===== config.mk =====
export PLATFORM = sky130hd
export DESIGN_NAME = websocket_frame_deframer_top
export DESIGN_NICKNAME = d
export VERILOG_FILES = /design/src/rtl/core/wsfd_pkg.sv /design/src/rtl/core/websocket_frame_deframer_top.sv
export SDC_FILE = /design/constraint.sdc
export NUM_CORES = 1
export LEC_CHECK = 0
export BUFFER_PORTS_ARGS = -buffer_cell sky130_fd_sc_hd__buf_4
export CORE_MARGIN = 2
export CORE_UTILIZATION = 45
export DETAILED_ROUTE_END_ITERATION = 16
export PLACE_DENSITY = 0.65
export RECOVER_POWER = 25
export SYNTH_ARGS = -nofsm -noshare
export SYNTH_HDL_FRONTEND = slang
export SYNTH_SLANG_ARGS = --single-unit

===== constraint.sdc =====
create_clock -name clk -period 6.9 [get_ports clk]
set_input_delay 0.69 -clock clk [delete_from_list [all_inputs] [get_ports clk]]
set_output_delay 0.69 -clock clk [all_outputs]
set_load 0.05 [all_outputs]

===== src/rtl/core/wsfd_pkg.sv =====
// ----------------------------------------------------------------------------
// WebSocket frame deframer package
// Shared widths, result kinds and the result record of the deframer.
// ----------------------------------------------------------------------------
`default_nettype none

package wsfd_pkg;

  localparam int unsigned LenW = 17;
  localparam logic [LenW-1:0] MaxPayloadReset = 17'h10000;

  typedef enum logic [2:0] {
    KIND_DATA     = 3'd0,
    KIND_EMPTY    = 3'd1,
    KIND_RSV      = 3'd2,
    KIND_UNMASKED = 3'd3,
    KIND_LONG     = 3'd4
  } kind_t;

  typedef struct packed {
    logic [3:0] opcode;
    logic       fin;
    kind_t      kind;
    logic       last;
    logic [7:0] data;
  } result_t;

endpackage

`default_nettype wire


===== src/rtl/core/websocket_frame_deframer_top.sv =====
// ----------------------------------------------------------------------------
// WebSocket frame deframer
// Parses a masked client-to-server byte stream and emits unmasked payload bytes.
// ----------------------------------------------------------------------------
// The block takes one stream byte per clock while its output buffer has room and
// gives at most one result per byte, held in a registered output. Header, length
// and extended length bytes give only error results; mask-key bytes give none but
// the empty frame result of a zero-length frame, on its last mask-key byte. Each
// payload byte gives one unmasked result. The rate is set by the single parse
// state update per byte; a two-entry output buffer keeps input accepted while a
// result waits, until a second result must wait. After any error result the block
// drops all further bytes until reset. max_payload sits at address 0.
`default_nettype none

module websocket_frame_deframer_top
  import wsfd_pkg::*;
(
  input  wire logic        clk,
  input  wire logic        rst,
  input  wire logic        s_axis_tvalid,
  output logic             s_axis_tready,
  input  wire logic [7:0]  s_axis_tdata,   // in_byte
  output logic             m_axis_tvalid,
  input  wire logic        m_axis_tready,
  output logic [7:0]       m_axis_tdata,   // data_byte
  output logic [7:0]       m_axis_tuser,   // kind[2:0], fin_flag[3], frame_opcode[7:4]
  output logic             m_axis_tlast,   // last_of_frame
  input  wire logic        psel,
  input  wire logic        penable,
  input  wire logic        pwrite,
  input  wire logic [2:0]  paddr,
  input  wire logic [31:0] pwdata,
  output logic [31:0]      prdata,
  output logic             pready
);

  typedef enum logic [2:0] {
    PH_HEADER,
    PH_LEN,
    PH_EXT,
    PH_MASK,
    PH_PAYLOAD
  } phase_t;

  logic [LenW-1:0] max_payload;
  phase_t          phase, phase_next;
  logic            held_fin, held_fin_next;
  logic [3:0]      held_opcode, held_opcode_next;
  logic [2:0]      bytes_left, bytes_left_next;
  logic [LenW-1:0] length_accum, length_accum_next;
  logic            length_overflow, length_overflow_next;
  logic [31:0]     mask_key, mask_key_next;
  logic [1:0]      mask_pos, mask_pos_next;
  logic [LenW-1:0] payload_left, payload_left_next;
  logic            error_latched, error_latched_next;

  logic            res_valid;
  result_t         res;
  logic            out_valid, skid_valid;
  result_t         out_res, skid_res;
  logic            accept;
  logic [24:0]     ext_shift;
  logic [7:0]      key_byte;
  logic [LenW-1:0] check_len;
  logic            check_ovf;
  logic            length_check;

  assign pready = 1'b1;
  assign prdata = (paddr[2] == 1'b0) ? {{(32-LenW){1'b0}}, max_payload} : 32'd0;

  always_ff @(posedge clk) begin
    if (rst) begin
      max_payload <= MaxPayloadReset;
    end else if (psel && penable && pwrite && pready && paddr[2] == 1'b0) begin
      max_payload <= pwdata[LenW-1:0];
    end
  end

  assign s_axis_tready = !skid_valid;
  assign accept = s_axis_tvalid && s_axis_tready;

  assign ext_shift = {length_accum, s_axis_tdata};

  always_comb begin
    case (mask_pos)
      2'd0:    key_byte = mask_key[31:24];
      2'd1:    key_byte = mask_key[23:16];
      2'd2:    key_byte = mask_key[15:8];
      default: key_byte = mask_key[7:0];
    endcase
  end

  always_comb begin
    phase_next           = phase;
    held_fin_next        = held_fin;
    held_opcode_next     = held_opcode;
    bytes_left_next      = bytes_left;
    length_accum_next    = length_accum;
    length_overflow_next = length_overflow;
    mask_key_next        = mask_key;
    mask_pos_next        = mask_pos;
    payload_left_next    = payload_left;
    error_latched_next   = error_latched;
    res_valid            = 1'b0;
    res.kind             = KIND_DATA;
    res.data             = 8'd0;
    res.last             = 1'b0;
    check_len            = length_accum;
    check_ovf            = 1'b0;
    length_check         = 1'b0;

    if (!error_latched) begin
      case (phase)
        PH_HEADER: begin
          held_fin_next    = s_axis_tdata[7];
          held_opcode_next = s_axis_tdata[3:0];
          if (s_axis_tdata[6:4] != 3'd0) begin
            res_valid          = 1'b1;
            res.kind           = KIND_RSV;
            error_latched_next = 1'b1;
            phase_next         = PH_HEADER;
          end else begin
            phase_next = PH_LEN;
          end
        end
        PH_LEN: begin
          length_accum_next    = '0;
          length_overflow_next = 1'b0;
          if (!s_axis_tdata[7]) begin
            res_valid          = 1'b1;
            res.kind           = KIND_UNMASKED;
            error_latched_next = 1'b1;
            phase_next         = PH_HEADER;
          end else if (s_axis_tdata[6:0] == 7'd126) begin
            bytes_left_next = 3'd1;
            phase_next      = PH_EXT;
          end else if (s_axis_tdata[6:0] == 7'd127) begin
            bytes_left_next = 3'd7;
            phase_next      = PH_EXT;
          end else begin
            length_accum_next = {{(LenW-7){1'b0}}, s_axis_tdata[6:0]};
            check_len         = length_accum_next;
            length_check      = 1'b1;
          end
        end
        PH_EXT: begin
          length_overflow_next = length_overflow || (ext_shift[24:LenW] != '0);
          length_accum_next    = ext_shift[LenW-1:0];
          if (bytes_left != 3'd0) begin
            bytes_left_next = bytes_left - 3'd1;
          end else begin
            check_len    = length_accum_next;
            check_ovf    = length_overflow_next;
            length_check = 1'b1;
          end
        end
        PH_MASK: begin
          mask_key_next = {mask_key[23:0], s_axis_tdata};
          if (mask_pos != 2'd3) begin
            mask_pos_next = mask_pos + 2'd1;
          end else begin
            mask_pos_next = 2'd0;
            if (payload_left == '0) begin
              phase_next = PH_HEADER;
              res_valid  = 1'b1;
              res.kind   = KIND_EMPTY;
              res.last   = 1'b1;
            end else begin
              phase_next = PH_PAYLOAD;
            end
          end
        end
        PH_PAYLOAD: begin
          mask_pos_next     = mask_pos + 2'd1;
          payload_left_next = payload_left - {{(LenW-1){1'b0}}, 1'b1};
          res_valid         = 1'b1;
          res.kind          = KIND_DATA;
          res.data          = s_axis_tdata ^ key_byte;
          res.last          = (payload_left_next == '0);
          if (payload_left_next == '0) begin
            phase_next = PH_HEADER;
          end
        end
        default: begin
          phase_next = PH_HEADER;
        end
      endcase

      if (length_check) begin
        if (check_ovf || check_len > max_payload) begin
          res_valid          = 1'b1;
          res.kind           = KIND_LONG;
          error_latched_next = 1'b1;
          phase_next         = PH_HEADER;
        end else begin
          payload_left_next = check_len;
          mask_key_next     = '0;
          mask_pos_next     = 2'd0;
          phase_next        = PH_MASK;
        end
      end
    end

    res.fin    = held_fin_next;
    res.opcode = held_opcode_next;
  end

  always_ff @(posedge clk) begin
    if (rst) begin
      phase           <= PH_HEADER;
      held_fin        <= 1'b0;
      held_opcode     <= 4'd0;
      bytes_left      <= 3'd0;
      length_accum    <= '0;
      length_overflow <= 1'b0;
      mask_key        <= '0;
      mask_pos        <= 2'd0;
      payload_left    <= '0;
      error_latched   <= 1'b0;
    end else if (accept) begin
      phase           <= phase_next;
      held_fin        <= held_fin_next;
      held_opcode     <= held_opcode_next;
      bytes_left      <= bytes_left_next;
      length_accum    <= length_accum_next;
      length_overflow <= length_overflow_next;
      mask_key        <= mask_key_next;
      mask_pos        <= mask_pos_next;
      payload_left    <= payload_left_next;
      error_latched   <= error_latched_next;
    end
  end

  always_ff @(posedge clk) begin
    if (rst) begin
      out_valid  <= 1'b0;
      skid_valid <= 1'b0;
    end else if (!out_valid || m_axis_tready) begin
      if (skid_valid) begin
        out_valid  <= 1'b1;
        skid_valid <= 1'b0;
      end else begin
        out_valid <= accept && res_valid;
      end
    end else if (accept && res_valid) begin
      skid_valid <= 1'b1;
    end
  end

  always_ff @(posedge clk) begin
    if (!out_valid || m_axis_tready) begin
      if (skid_valid) begin
        out_res <= skid_res;
      end else begin
        out_res <= res;
      end
    end else if (accept && res_valid) begin
      skid_res <= res;
    end
  end

  assign m_axis_tvalid = out_valid;
  assign m_axis_tdata  = out_res.data;
  assign m_axis_tuser  = {out_res.opcode, out_res.fin, out_res.kind};
  assign m_axis_tlast  = out_res.last;

  a_skid_implies_out: assert property (@(posedge clk) disable iff (rst)
    skid_valid |-> out_valid)
    else $error("Skid entry held while the output register is empty.");

  a_error_sticky: assert property (@(posedge clk) disable iff (rst)
    error_latched |=> error_latched)
    else $error("Error state cleared without reset.");

  a_error_result_clean: assert property (@(posedge clk) disable iff (rst)
    (m_axis_tvalid && m_axis_tuser[2:0] != KIND_DATA && m_axis_tuser[2:0] != KIND_EMPTY)
      |-> (m_axis_tdata == 8'd0 && !m_axis_tlast))
    else $error("Error result carries data or a last mark.");

  a_no_accept_when_full: assert property (@(posedge clk) disable iff (rst)
    (skid_valid && !m_axis_tready) |=> $stable(m_axis_tuser))
    else $error("Output result changed while stalled with a full buffer.");

endmodule

`default_nettype wire


=== Word-level counts from Yosys, hierarchy flattened ===
Cells that the tools add are included.
Widths: inputs -> output; s select.

* Reductions and logical operators: 24
* Eq/ne operators: 16
* Bitwise logic cells: 4
* Add/subtract/negate cells: 3
* Mux-type cells: 75
* Order comparisons: 1

{| class="wikitable"
|+ Operators with widths
! kind !! count
|-
| $mux 17 || 10
|-
| $mux 32 || 3
|-
| $pmux 17 s2 || 2
|-
| $mux 3 || 13
|-
| $logic_not 17->1 || 2
|-
| $pmux 8 s3 || 1
|-
| $mux 1 || 22
|-
| $mux 7 || 3
|-
| $gt 17x17->1 || 1
|-
| $sub 17x1->17 const B || 1
|-
| $mux 2 || 8
|-
| $pmux 3 s5 || 1
|-
| $eq 7x7->1 const B || 2
|-
| $mux 12 || 1
|-
| $reduce_and 6->1 || 2
|-
| $ne 3x3->1 const B || 3
|-
| $pmux 3 s3 || 1
|-
| $mux 4 || 2
|-
| $mux 8 || 1
|-
| $ne 2x2->1 const B || 4
|-
| $pmux 1 s2 || 4
|-
| $reduce_bool 8->1 || 1
|-
| $xor 8x8->8 || 1
|-
| $eq 3x2->1 const B || 2
|-
| other kinds (21) || 32
|}

* Input port bits: 50
* Output and inout port bits: 52
* Bits in registers: 134
* Logic and storage cells: 146

=== Depth between registers and ports, before layout ===
* Word-level depth: 13
* Mapped depth: 17
* Mapped depth without buffers: 15

=== Worst setup path after synthesis ===
No wires, ideal clock.

* Path kind: input to register
* Start: in s_axis_tdata[3]
* End: reg skid_res[0] (netlist bit) (enable)
* Required time: 6509 ps
* Library setup time: 391 ps
* Path buffers: 1
* Cell stages on the path: 14
* Arrival: 3624 ps
* Slack: 2886 ps
* Cells stage by stage: buf_2 > nand4_1 > o21ai_1 > a21oi_2 > a2bb2oi_1 > o22a_1 > ha_1 > nand4_1 > nor3_1 > a22oi_1 > nand4_2 > nand3b_1 > a21o_1 > nor2_1

* Word-level cells in the longest chain between the ends: 13
* Elaborated cells on any way between the ends: 20
* Classes of those cells: 1 x order compare; 2 x eq/ne; 14 x mux; 3 x reduce/logical

{| class="wikitable"
|+ RTL lines
! item !! RTL line !! text
|-
| from (decl) || websocket_frame_deframer_top.sv:22 || <nowiki>input wire logic [7:0] s_axis_tdata,</nowiki>
|-
| $eq 7x7->1 || websocket_frame_deframer_top.sv:137 || <nowiki>end else if (s_axis_tdata[6:0] == 7'd127) begin</nowiki>
|-
| $mux 17 || websocket_frame_deframer_top.sv:137 ||
|-
| $mux 17 || websocket_frame_deframer_top.sv:134 || <nowiki>end else if (s_axis_tdata[6:0] == 7'd126) begin</nowiki>
|-
| $mux 17 || websocket_frame_deframer_top.sv:129 || <nowiki>if (!s_axis_tdata[7]) begin</nowiki>
|-
| $pmux 17 s2 || websocket_frame_deframer_top.sv:113 || <nowiki>case (phase)</nowiki>
|-
| $mux 17 || websocket_frame_deframer_top.sv:112 || <nowiki>if (!error_latched) begin</nowiki>
|-
| $gt 17x17->1 || websocket_frame_deframer_top.sv:190 || <nowiki>if (check_ovf || check_len > max_payload) begin</nowiki>
|-
| $logic_or 1x1->1 || websocket_frame_deframer_top.sv:190 ||
|-
| $mux 1 || websocket_frame_deframer_top.sv:190 ||
|-
| $mux 1 * || websocket_frame_deframer_top.sv:189 || <nowiki>if (length_check) begin</nowiki>
|-
| $mux 1 * || websocket_frame_deframer_top.sv:112 ||
|-
| $logic_and 1x1->1 * || websocket_frame_deframer_top.sv:257 || <nowiki>end else if (accept && res_valid) begin</nowiki>
|-
| $reduce_and 2->1 (no source line) * || n/a ||
|-
| to (signal assigned) || websocket_frame_deframer_top.sv:258 || <nowiki>skid_res <= res;</nowiki>
|-
| to (decl) || websocket_frame_deframer_top.sv:60 || <nowiki>result_t out_res, skid_res;</nowiki>
|}

Every way passes the cells marked *; elsewhere a longest branch is shown, timed or not. The select of a mux whose other input is x is not followed.
A chain may end at the register's enable or synchronous reset.

=== Worst setup path in the final report ===
* Start: reg phase[0]
* End: reg skid_res[12] (netlist bit) (enable)

* Word-level cells in the longest chain between the ends: 10
* Elaborated cells on any way between the ends: 19
* Classes of those cells: 1 x order compare; 4 x eq/ne; 10 x mux; 4 x reduce/logical

{| class="wikitable"
|+ RTL lines
! item !! RTL line !! text
|-
| from (decl) || websocket_frame_deframer_top.sv:46 || <nowiki>phase_t phase, phase_next;</nowiki>
|-
| from (signal assigned) || websocket_frame_deframer_top.sv:221 || <nowiki>phase <= phase_next;</nowiki>
|-
| $eq 3x2->1 / $eq 3x1->1 (equally long branches) || websocket_frame_deframer_top.sv:113 ||
|-
| $pmux 17 s2 || websocket_frame_deframer_top.sv:113 ||
|-
| $mux 17 || websocket_frame_deframer_top.sv:112 ||
|-
| $gt 17x17->1 || websocket_frame_deframer_top.sv:190 ||
|-
| $logic_or 1x1->1 || websocket_frame_deframer_top.sv:190 ||
|-
| $mux 1 || websocket_frame_deframer_top.sv:190 ||
|-
| $mux 1 * || websocket_frame_deframer_top.sv:189 ||
|-
| $mux 1 * || websocket_frame_deframer_top.sv:112 ||
|-
| $logic_and 1x1->1 * || websocket_frame_deframer_top.sv:257 ||
|-
| $reduce_and 2->1 (no source line) * || n/a ||
|}

Marks and branches as above.

==> results.py <==
metrics = {
    "status": {
        "outcome": "finished, final reports clean",
    },
    "die": {
        "start_util_pct": 45.90,
        "die-area_um2": 17240,
        "io_pins": 102,
        "die_h_um": 131.3,
        "fp.coreArea_um2": 15890,
        "die_w_um": 131.3,
        "num_rows": 46,
    },
    "timing": {
        "fmax_ghz": 0.2352,
        "rsz0062_at_grt": "no",
        "max_slew_margin_pct": 13.90,
        "period_share_pct": 61.62,
        "maxSlewViolCount": 0,
        "setup_viol": 0,
        "fin_tns_setup_ns": 0,
        "skew_ns": 0.01229,
        "hold_viol_final": 0,
        "layout_setup_ws_ns": 2.648,
        "period_minus_slack_ns": 4.252,
        "worstMarginPinSlew_ns": 1.284,
    },
    "cts": {
        "cts_buffers": 17,
        "clk_pin_slew_worst_paths_ns": 0.06,
        "cts_resized": 0,
        "cts_hold_buf": 0,
        "clockRootBuffer": "clkbuf_16",
        "h-tree-depth": 4,
        "clockBufferDepth": 2,
        "insertion_delay_ns": 0.42,
        "cts_tree": "built",
        "cts.sinks": 134,
        "postCtsSetupBuffers": 0,
    },
    "logic_synthesis": {
        "synth_cell_types": 81,
        "syn-mean-instance-area_um2": 9.102,
        "synth_top_area_share_pct": 27.46,
        "synth_top_cell_by_area": "dfxtp_1",
        "yosysWarnings": 0,
        "async_flop_share_pct": 0,
        "synthCells": 801,
        "ys_ff_latch": 134,
        "synth_flop_cell": "dfxtp_1",
        "synth_area_leaders": "dfxtp_1 (27%), edfxtp_1 (14%), nand2_1 (4.6%)",
        "ys_seq_area_share_pct": 41.46,
        "mappedNetlistArea_um2": 7291,
        "synth_edf_count": 34,
    },
    "finish": {
        "insertedDiodeCount": 0,
        "mostFrequentLayoutCells": "dfxtp_1 (100), nand2_1 (90), nor2_1 (78), buf_4 (53), a21oi_1 (41)",
        "final_common_cell": "dfxtp_1",
        "fin_cells": 1059,
        "fin_nets": 905,
        "area_delta_synth_final_pct": 12.58,
        "final_area_um2": 8208,
        "drive_gt1_share_pct": 15.30,
    },
    "place": {
        "place_ws_ns": 2.656,
        "placed_area_um2": 7719,
        "io_buffers": 68,
        "dp_hpwl_mm": 12.54,
        "dp.cells": 1027,
        "gp_congestion": 0.8905,
    },
    "route": {
        "vias": 6170,
        "drc": 0,
        "ant_nets": 0,
        "via_per_inst": 5.826,
        "dr.pass1.iters": 5,
        "drt_wl_total_mm": 18.16,
        "drt-initial-drc-count": 539,
        "post_drt_wl_per_cell_um": 17.14,
    },
    "global_routing": {
        "grt_antenna_before_repair": 0,
        "grt_usage_pct": 21.00,
        "grt_pass1_vias": 5635,
        "grt_pass1_wl_mm": 29.42,
        "overflow": 0,
        "grt_start_max_net_pins": 78,
    },
    "critical_path": {
        "rr_startpoint": "phase[0]$_SDFFE_PP0P_",
        "required_ns": 7.01,
        "reg2reg_depth": 13,
        "arrival_ns": 4.36,
        "crit_path_start_kind": "register",
        "r2r-end": "skid_res[12]$_DFFE_PP_",
        "r2r_setup_slack_ns": 2.65,
        "crit_path_end_kind": "register",
        "crit_fanout": 17,
        "path_class": "reg2reg",
    },
    "worst_hold_path": {
        "hold_start": "max_payload[8]$_SDFFE_PP0P_",
        "hold_depth": 2,
        "min_to": "max_payload[8]$_SDFFE_PP0P_",
        "hold_class": "reg2reg",
    },
    "job": {
        "cap_violations": 0,
    },
    "power_and_ir_drop": {
        "peakVddDrop_v": 0.0001724,
        "power_mw": 1.980,
        "p_per_area_nw_per_um2": 241.3,
        "p_leak_nw": 3.121,
    },
}
[metrics by stage]
| step | hold slack (ns) | utilization, % |
|---|---|---|
| 3_3_place_gp | 0.4430 | 48.59 |
| 6_report | 0.4578 | 51.67 |
| 2_1_floorplan | 0.4363 | - |
| 4_1_cts | 0.4580 | 52.10 |
| 3_5_place_dp | 0.4486 | 48.59 |
| 5_1_grt | 0.4809 | 51.67 |
[cell type report]
cell class,count,area (µm²)
clock inverter,14,127.6
sequential,134,3023
tap,216,270.3
multi-input combinational,575,3772
inverter,30,112.6
clock buffer,18,429.2
timing repair buffer,72,473.0
fill,1514,7677
[Yosys cell counts (4+ instances only)]
master	count
a211oi_1	9
a21o_1	4
a21oi_1	41
a222oi_1	8
a22o_1	33
a22oi_1	20
a31oi_1	5
and3_1	9
buf_2	13
buf_4	19
buf_6	9
clkbuf_1	32
dfxtp_1	100
edfxtp_1	34
ha_1	25
inv_1	29
mux2_2	18
mux2i_1	10
nand2_1	90
nand2b_1	5
nand3_1	15
nand3b_1	4
nand4_1	11
nor2_1	78
nor2b_1	4
nor3_1	31
nor4_1	13
o21ai_0	24
o311a_1	5
o31ai_1	6
or3_1	7
xnor2_1	11
[report_power, final]
group | leakage, nW | internal (mW) | switching, mW | total (mW)
clock | 0.266 | 0.497 | 0.352 | 0.849
sequential | 1.16 | 0.831 | 0.0194 | 0.851
combinational | 1.70 | 0.0840 | 0.196 | 0.280
total | 3.12 | 1.41 | 0.567 | 1.98
[registers in the layout, summed over array words and instances, names as in the netlist, 4 cells and up]
name	cells
held_opcode	4
length_accum	17
m_axis_tdata	8
m_axis_tuser	8
mask_key	32
max_payload	17
payload_left	17
skid_res	17
[critical path, stage by stage, from the launching register on]
cell      delay, ns
dfxtp_1        0.63
nor3b_4        0.42
o211ai_1       0.36
nand3_1        0.18
nand2_1        0.15
ha_1           0.36
nand4_1        0.15
nor3_1         0.42
a22oi_1        0.15
nand4_2        0.19
nand3b_1       0.27
a21o_1         0.28
nor2_1         0.10
buf_4          0.27
[how the worst max path moves through the flow]
| stage | startpoint | end | slack, ns | cells past startpoint |
|---|---|---|---|---|
| after floorplan | s_axis_tdata[3] | skid_res[0]$_DFFE_PP_ | 2.89 | 14 |
| after global placement | s_axis_tdata[3] | skid_res[15]$_DFFE_PP_ | 2.77 | 14 |
| after detailed placement | s_axis_tdata[3] | skid_res[15]$_DFFE_PP_ | 2.66 | 14 |
| after CTS | phase[0]$_SDFFE_PP0P_ | skid_res[12]$_DFFE_PP_ | 2.69 | 13 |
| after global routing | phase[1]$_SDFFE_PP0P_ | mask_key[18]$_SDFFE_PP0P_ | 2.37 | 13 |
| final | phase[0]$_SDFFE_PP0P_ | skid_res[12]$_DFFE_PP_ | 2.65 | 13 |
[kinds of logic (layout without fill, tap and decap cells)]
family,after synthesis,in the layout,share of synthesized area [%]
adder cells (fa/ha/maj),25,25,4.290
other,2,16,0.1030
multiplexers,28,28,4.153
buffers and inverters,106,134,7.585
XOR/XNOR,14,14,1.682
AND/OR/NAND/NOR,296,296,20.41
flip-flops,134,134,41.46
AO/OA/AOI/OAI,196,196,20.32
[routing by layer]
| metal | up-vias | global-route usage (%) | routed length [µm] |
|---|---|---|---|
| met1 | 2961 | 29.47 | 8377 |
| li1 | 2954 | - | - |
| met5 | - | 0 | 0 |
| met2 | 236 | 32.78 | 8412 |
| met4 | 0 | 6.341 | 250 |
| met3 | 19 | 4.205 | 1115 |
(Power assumes the default switching activity.)
